## src/hw/rtl/rpn_pkg.sv

```systemverilog
`timescale 1ns / 1ps
package rpn_pkg;

  localparam int QW = 32;
  localparam int DVW = 48;

  typedef logic [3:0] op_t;

  localparam op_t OP_NUM   = 4'd0;
  localparam op_t OP_ADD   = 4'd1;
  localparam op_t OP_MUL   = 4'd2;
  localparam op_t OP_SUB   = 4'd3;
  localparam op_t OP_DIV   = 4'd4;
  localparam op_t OP_PRINT = 4'd5;
  localparam op_t OP_DUP   = 4'd6;
  localparam op_t OP_SWAP  = 4'd7;
  localparam op_t OP_MOD   = 4'd8;
  localparam op_t OP_END   = 4'd9;
  localparam op_t OP_UNK   = 4'd10;

  typedef struct packed {
    logic [3:0]         req_type;
    logic signed [31:0] number_value;
  } in_t;

  typedef struct packed {
    logic               shown_valid;
    logic signed [31:0] shown_first;
    logic signed [31:0] shown_second;
    logic               err_stack_empty;
    logic               err_stack_full;
    logic               err_zero_divisor;
    logic               err_unknown;
    logic               err_overflow;
    logic [7:0]         stack_depth;
  } out_t;

  typedef struct packed {
    op_t                op;
    logic signed [31:0] value;
  } cmd_t;

  typedef struct packed {
    logic             start;
    logic [DVW-1:0]   dividend;
    logic [QW-1:0]    divisor;
  } div_req_t;

  typedef struct packed {
    logic             done;
    logic [DVW-1:0]   quotient;
    logic [QW-1:0]    remainder;
  } div_rsp_t;

endpackage

```

## src/hw/rtl/rpn_front.sv

```systemverilog
`timescale 1ns / 1ps
module rpn_front (
  input  logic          clk,
  input  logic          rst_n,
  input  logic          in_push,
  output logic          in_full,
  input  rpn_pkg::in_t  in_data,
  output logic          cmd_valid,
  input  logic          cmd_ready,
  output rpn_pkg::cmd_t cmd
);
  import rpn_pkg::*;

  cmd_t       q_r [2];
  logic       wp_r, rp_r;
  logic [1:0] cnt_r;
  cmd_t       cls;
  logic       wr, rd;

  // fold every undefined selector onto the unknown command
  always_comb begin
    cls.value = in_data.number_value;
    cls.op    = (in_data.req_type > OP_END) ? OP_UNK : in_data.req_type;
  end

  assign in_full   = (cnt_r == 2'd2);
  assign wr        = in_push && !in_full;
  assign cmd_valid = (cnt_r != 2'd0);
  assign rd        = cmd_valid && cmd_ready;
  assign cmd       = q_r[rp_r];

  always_ff @(posedge clk) begin
    if (!rst_n) begin
      wp_r  <= 1'b0;
      rp_r  <= 1'b0;
      cnt_r <= 2'd0;
    end else begin
      if (wr) begin
        wp_r <= ~wp_r;
      end
      if (rd) begin
        rp_r <= ~rp_r;
      end
      cnt_r <= cnt_r + {1'b0, wr} - {1'b0, rd};
    end
    if (wr) begin
      q_r[wp_r] <= cls;
    end
  end

endmodule

```

## config.mk

```make
export PLATFORM = sky130hd
export DESIGN_NAME = rpn_front
export DESIGN_NICKNAME = d
export VERILOG_FILES = /design/src/hw/rtl/rpn_pkg.sv /design/src/hw/rtl/rpn_front.sv
export SDC_FILE = /design/constraint.sdc
export NUM_CORES = 1
export LEC_CHECK = 0
export ABC_AREA = 1
export BUFFER_PORTS_ARGS = -buffer_cell sky130_fd_sc_hd__buf_2
export CAP_MARGIN = 20
export CORE_MARGIN = 2
export CORE_UTILIZATION = 52
export DETAILED_ROUTE_END_ITERATION = 8
export GPL_TIMING_DRIVEN = 0
export PLACE_DENSITY_LB_ADDON = 0.12
export SETUP_SLACK_MARGIN = 0.4
export SLEW_MARGIN = 30
export SYNTH_ARGS = -nofsm -noshare
export SYNTH_HDL_FRONTEND = slang
export SYNTH_SLANG_ARGS = --single-unit
```

## constraint.sdc

```tcl
create_clock -name clk -period 3.3 [get_ports clk]
set_input_delay 0.33 -clock clk [delete_from_list [all_inputs] [get_ports clk]]
set_output_delay 0.33 -clock clk [all_outputs]
set_load 0.01 [all_outputs]
```

After elaboration in Yosys (flattened, before gate mapping):

Memories as Yosys holds them, arrays and structs flattened. A register that Yosys moved wholly into a read port is not among the register bits.
Index checks and enable logic that the tools add are counted.

* bits in registers: 4
* latch bits: 0
* memory bits (writable): 72
* ROM bits: 0
* input bits: 40
* output and inout bits: 38
* logic and storage cells: 19
* memories kept: 1

Memories
* q_r: words 2, width 36, read ports 1, clocked after memory_dff 1, write ports 1, RTL line rpn_front.sv:14 `cmd_t q_r [2];`

* $add $sub $neg: 2
* multiply operators: 0
* divide/modulo/power cells: 0
* order comparisons: 1
* equal/unequal tests: 1
* shift-type cells: 0
* multiplexer cells: 5
* bitwise logic cells: 2
* reduce and logical (&&, ||, !) cells: 4

Operators with widths (number)
* 4-bit > comparator (second input constant): 1
* 1-bit 2-to-1 mux: 4
* 4-bit 2-to-1 mux: 1
* 2-bit by 1-bit adder with 2-bit output: 1
* 2-bit == test (second input constant): 1
* 1-bit logical AND: 2
* 1-bit NOT: 2
* 2-bit nonzero test: 1
* 2-bit by 1-bit subtractor with 2-bit output: 1
* 1-bit zero test: 1

Depth between registers and ports, before layout:

Gate-level depths: netlist of the first run.

* depth after elaboration: 5
* depth in mapped cells: 11
* depth with buffers taken out: 11

Worst setup path after synthesis of the first run:

Ideal clock, no wire load.

* kind: reg2reg
* start point: register cnt_r[0]
* end point: memory q_r[0][0] (netlist bit), enable pin
* library setup time: 429 ps
* arrival time: 2079 ps
* slack: 792 ps
* cell stages (with the launch flop): 5
* clock period less this slack: 2508 ps
* path through: dfxtp_1 -> inv_1 -> nand2_1 -> nand2_1 -> nor2_1

* cells in the longest elaborated chain, start to end: 5

Ends and longest elaborated chain
* from (decl): RTL line rpn_front.sv:16 `logic [1:0] cnt_r;`
* from (signal assigned): RTL line rpn_front.sv:44 `cnt_r <= cnt_r + {1'b0, wr} - {1'b0, rd};`
* 2-bit == test: RTL line rpn_front.sv:26 `assign in_full = (cnt_r == 2'd2);`
* 1-bit zero test: RTL line rpn_front.sv:27 `assign wr = in_push && !in_full;`
* 1-bit logical AND: RTL line rpn_front.sv:27
* 1-bit 2-to-1 mux: RTL line rpn_front.sv:46 `if (wr) begin`
* 1-bit 2-to-1 mux (implied by the code): RTL line rpn_front.sv:47 `q_r[wp_r] <= cls;`
* to (decl): RTL line rpn_front.sv:14

No other way between the ends.

==> results.yml, run 1 <==
run_status:
  outcome: "completed"
min_path:
  min_from: "in_data[27]"
  hold_class: "input port to flop"
power_and_ir_drop:
  power.density_nw_per_um2: 740
  p_total_w: 0.00279
  switching_share_pct: 25.8
  seq_power_share_pct: 45.9
  vdd_ir_drop_max_v: 0.000457
  clkPwrFrac_pct: 25.8
  cellLeakagePower_nw: 1.55
  switching_power_w: 0.000719
  p_int_w: 0.00207
  pwr-share-comb_pct: 28.3
critical_path:
  ff2ff_setup_slack_ns: 1.67
  r2r_cells: 5
  cp-end-kind: "primary output"
  start_kind: "flop"
  critPathKind: "flop to primary output"
  slowest_stage: "dfxtp_1"
  crit_chain: "buf_6, buf_12, mux2_4, buf_2"
  cp.arrival_ns: 1.44
  critPathMaxFanout: 10
  required_ns: 2.97
  slowest_delay_ns: 0.33
  timing.rr.end: "q_r[0][14]"
  crit_end: "cmd[29]"
  r2r-start: "cnt_r[0]"
placement:
  io_buffers: 77
  place_congestion: 0.736
  dp.final_hpwl_um: 3120
  dpl_cell_area_um2: 3570
  dp_slack_ns: 1.63
synthesis:
  synth_cells: 157
  yosys.area_share.simple_pct: 3.10
  ys_seq_area_share_pct: 74.7
  synth-edff-count: 72
  synth_most_common_cell: "edfxtp_1"
  syn-mean-instance-area_um2: 19.3
  yosysWarnings: 0
  synth.area.mux_share_pct: 17.1
  ys_top_cells_by_count: "edfxtp_1, mux2_4, nand2_1"
  ys.flop_type: "edfxtp_1"
  synth_seq_cells: 77
  synth-compound-area-share_pct: 0.578
  synth_area_leader_cell: "edfxtp_1"
  netlist_area_um2: 3030
  async_flop_share_pct: 0
  synthTopCellsByArea: "edfxtp_1, mux2_4, dfxtp_1, mux2_2, buf_12"
  syn-num-nets: 199
  synth_top_family_by_area: "multiplexers"
  synth.lib_cells_used.distinct: 14
  synth_xor_area_share_pct: 0
  synth_top_area_share_pct: 71.4
  synthAdderAreaFrac_pct: 0.826
clock_tree:
  clock-sinks: 77
  cts_tree: "done"
  path_clk_slew_ns: 0.07
  ctsResizeCount: 0
  htree_levels: 3
  ctsRootBufferMaster: "clkbuf_8"
  clock_path_buffers: 2
  cts_hold_buf: 0
  cts_post_setup_buffers_inserted: 0
  cts_buffers: 9
  insertion_delay_ns: 0.33
timing:
  setup_viol: 0
  slew_violations: 0
  post-route-period-util_pct: 53.6
  rsz0062_at_grt: "false"
  fin_setup_tns_ns: 0
  fin_crit_ns: 1.77
  finalHoldViolCount: 0
  timing.fmax_mhz: 566
  skew_ns: 0.00662
  worstMarginPinSlew_ns: 0.536
  maxSlewHeadroom_pct: 64.2
  finalWorstSetupSlack_ns: 1.53
global_route:
  grt_pass1_wl_um: 6960
  antenna_found_initial: 0
  grt_pass1_vias: 1584
  grt_max_degree: 22
  grtUsageTotal_pct: 15.1
  gr-total-overflow: 0
floorplanning:
  die_w_um: 80.3
  initial_core_util_pct: 54.3
  dieArea_um2: 6450
  chipHeight_um: 80.3
  io_pins: 78
  core-area_um2: 5570
  rows: 27
cells_and_area:
  multi_input_area_um2: 662
  fill_cells: 406
  drive_gt1_share_pct: 53.2
  regArea_um2: 2260
  num_antenna_cells: 0
  nNetsFinal: 289
  syn_to_final_growth_pct: 24.5
  final_area_um2: 3770
drt:
  drc_errors: 0
  routedWlPerCell_um: 13.8
  drt_iter0_drc: 67
  first_pass_iters: 4
  num_vias: 1537
  antenna_violating_nets_post_route: 0
  wirelength_um: 4490
  vias_per_cell: 4.74
flow_run:
  drv_cap: 0
==> stage by stage <==
step / hold slack, ns / std cells / utilization, %
after detailed placement: 0.496 / 308 / 64.0
after CTS: 0.162 / 324 / 67.7
after global routing: 0.170 / 324 / 67.7
after floorplan: 0.423 / 157 / -
final: 0.183 / 324 / 67.7
after global placement: 0.488 / 306 / 62.9
==> power by group through the flow <==
stage               Combinational [W]  Clock, W  Sequential (W)
floorplan                    0.000542         0         0.00129
global placement             0.000761         0         0.00130
detailed placement           0.000803         0         0.00130
CTS                          0.000804  0.000739         0.00128
global route                 0.000859  0.000769         0.00129
finish                       0.000789  0.000721         0.00128
==> critical path, delay by kind of cell (launching register included) <==
| family | cells | cell delay (ns) |
|---|---|---|
| DFF | 1 | 0.33 |
| muxes | 1 | 0.31 |
| buffers and inverters | 3 | 0.47 |
==> cells by family after synthesis <==
logic type / after synthesis
AOI/OAI and AO/OA: 3
and+or+nand+nor: 24
muxes: 36
buffers and inverters: 15
DFF: 77
adders and majority gates: 2
==> cells in the final DEF, fill, tap and decap left out, drive strengths merged, types with 2 or more instances in the layout <==
master / n
buf: 83
dfxtp: 5
clkbuf: 11
a21oi: 2
inv: 10
bufinv: 2
nand2: 12
mux2: 36
nor2: 9
ha: 2
clkinv: 4
edfxtp: 72
nand3: 3
==> how the worst min path moves through the flow <==
stage / to / depth (start not counted)
2_1_floorplan: cnt_r[0] / 2
3_3_place_gp: wp_r / 2
3_5_place_dp: flop / 2
4_1_cts: q_r[1][6] / 1
5_1_grt: q_r[0][29] / 1
6_report: q_r[1][27] / 1
==> layout make-up <==
| class | instances | area share [%] |
|---|---|---|
| flip-flops and latches | 77 | 60.0 |
| multi-input cells | 65 | 17.5 |
| repair buffers | 79 | 11.7 |
| clock buffers | 10 | 3.38 |
| well taps | 72 | 2.39 |
| clock inverters | 6 | 2.06 |
| plain buffers | 5 | 1.99 |
| inverters | 10 | 0.995 |
==> state kept, by name, summed over array words and instances, names as in the netlist, named ones only <==
register,cells
cnt_r,2
wp_r,1
q_r,72
rp_r,1
==> routing by layer <==
metal	GRT usage, %	vias up	wire, um
li1	-	767	-
met1	15.5	716	1750
met3	4.83	8	254
met4	9.15	0	80
met2	26.6	46	2400
met5	0	-	0
Power figures use the tool's default switching activity.
==> inputs of run 2 (changes only) <==
--- a/config.mk
+++ b/config.mk
@@ -9,7 +9,7 @@
 export BUFFER_PORTS_ARGS = -buffer_cell sky130_fd_sc_hd__buf_2
 export CAP_MARGIN = 20
 export CORE_MARGIN = 2
-export CORE_UTILIZATION = 52
+export CORE_UTILIZATION = 47
 export DETAILED_ROUTE_END_ITERATION = 8
 export GPL_TIMING_DRIVEN = 0
 export PLACE_DENSITY_LB_ADDON = 0.12
==> constraint.sdc (replaced) <==
create_clock -name clk -period 1.5 [get_ports clk]
set_input_delay 0.15 -clock clk [delete_from_list [all_inputs] [get_ports clk]]
set_output_delay 0.15 -clock clk [all_outputs]
set_load 0.01 [all_outputs]
==> run 2 against run 1 <==
  * The run now ends with setup timing left
  * Power rose to 2.9 times the previous value
  * Flip-flop and latch count unchanged
  * Cell area up 31%
  * Sequential share of layout area down 14 points
  * Hold slack worse by 0.17 ns
  * Highest routed layer unchanged
==> results.yml, run 2 (same netlist as run 1, synthesis figures left out) <==
timing:
  skew_ns: 0.00560
  timing.fmax_mhz: 627
  rsz0062_at_grt: "true"
  fin_crit_ns: 1.59
  hold_slack_ns: 0.0123
  slew_violations: 0
  maxSlewHeadroom_pct: 84.2
  setup_viol: 36
  worstMarginPinSlew_ns: 0.236
  post-route-period-util_pct: 106
  finalWorstSetupSlack_ns: -0.0940
  finalHoldViolCount: 0
cells_and_area:
  num_antenna_cells: 0
  reg_top3: "q_r (72), cnt_r (2)"
  final_area_um2: 4940
  drive_gt1_share_pct: 59.7
  final_common_cell: "edfxtp_1"
  fin_cells: 392
  top_register: "q_r"
  largest_reg_flops: 72
  post-route-util_pct: 78.7
  final_cell_mix: "edfxtp_1, buf_6, buf_2"
  nNetsFinal: 352
  syn_to_final_growth_pct: 63.1
clock_tree:
  cts_buffers: 9
  cts_tree: "done"
  clock-sinks: 77
  path_clk_slew_ns: 0.08
  clock_path_buffers: 2
  ctsRootBufferMaster: "clkbuf_8"
  insertion_delay_ns: 0.34
  htree_levels: 3
run_status:
  violations: "setup timing"
  outcome: "finished with violations"
critical_path:
  required_ns: 1.35
  critPathKind: "flop to primary output"
  start_kind: "flop"
  cp.arrival_ns: 1.44
  cp-end-kind: "primary output"
  critPathMaxFanout: 5
placement:
  io_buffers: 77
  dpl_cell_area_um2: 3570
  dp.final_hpwl_um: 3280
  placed_cells: 312
  place_congestion: 0.786
floorplanning:
  io_pins: 78
  core-area_um2: 6280
  die_w_um: 84.3
  rows: 29
  chipHeight_um: 84.3
  initial_core_util_pct: 48.3
  dieArea_um2: 7100
global_route:
  antenna_found_initial: 0
  grt_pass1_vias: 1879
  grt_pass1_wl_um: 9530
  gr-total-overflow: 0
  grt_max_degree: 16
  grtUsageTotal_pct: 18.4
drt:
  wirelength_um: 6600
  first_pass_iters: 4
  routedWlPerCell_um: 16.8
  drc_errors: 0
  vias_per_cell: 4.79
  num_vias: 1879
  drt_iter0_drc: 75
  antenna_violating_nets_post_route: 0
power_and_ir_drop:
  power.density_nw_per_um2: 1640
  p_total_w: 0.00810
  cellLeakagePower_nw: 2.02
  vdd_ir_drop_max_v: 0.00143
min_path:
  hold_class: "input port to flop"
flow_run:
  drv_cap: 0
## run 2: worst max-delay path, stage by stage (launching register included)
cell	delay, ns
dfxtp_4	0.37
clkbuf_16	0.17
buf_12	0.13
mux2_4	0.30
buf_6	0.12
## run 2: what timing repair did
item                                   4_1_cts  5_1_grt
gates cloned                                 5        4
gates resized for setup                     78       12
setup buffers                               21        3
setup endpoints to repair                  112      114
pin swaps                                   13        9
endpoints found under the hold margin       60        0
hold buffers                                31        0
## run 2: layout make-up
| class | instances | area [um2] |
|---|---|---|
| sequential | 77 | 2270 |
| timing repair buffer | 141 | 1450 |
| fill | 350 | 1340 |
| multi-input combinational | 65 | 761 |
| clock buffer | 11 | 131 |
| clock inverter | 5 | 98.8 |
| tap | 77 | 96.3 |
| buffer | 5 | 83.8 |
| inverter | 10 | 43.8 |
| timing repair inverter | 1 | 7.51 |
## run 2: per-stage QoR
stage / setup TNS (ns) / setup slack [ns]
finish: -2.88 / -0.0940
global route: -4.12 / -0.133
CTS: -2.37 / -0.0990
detailed placement: -11.01 / -0.281
global placement: -21.51 / -0.303
floorplan: 0 / 0.0388
## run 2: where the power goes
part / switching [W] / leakage [nW] / internal, W / total [W]
combinational: 0.00128 / 1.19 / 0.00211 / 0.00339
sequential: 0.000142 / 0.715 / 0.00274 / 0.00288
clock: 0.000731 / 0.115 / 0.00110 / 0.00183
total: 0.00215 / 2.02 / 0.00595 / 0.00810
## run 2: final timing paths
| check | slack [ns] | endpoint | startpoint | depth (start not counted) |
|---|---|---|---|---|
| setup reg to reg | 0.04 | cnt_r[1] | cnt_r[0] | 10 |
| hold reg to reg | 0.56 | flop | rp_r | 2 |
| hold / removal | 0.01 | q_r[0][20] | in_data[20] | 1 |
| setup / recovery | -0.09 | cmd[23] | flop | 4 |
## run 2: metal layers
layer	vias up	share of wire (%)	track usage [%]
li1	896	-	-
met1	929	38	20.1
met2	47	56	33.8
met3	7	4.0	6.10
met4	0	1.2	5.28
met5	-	0	0
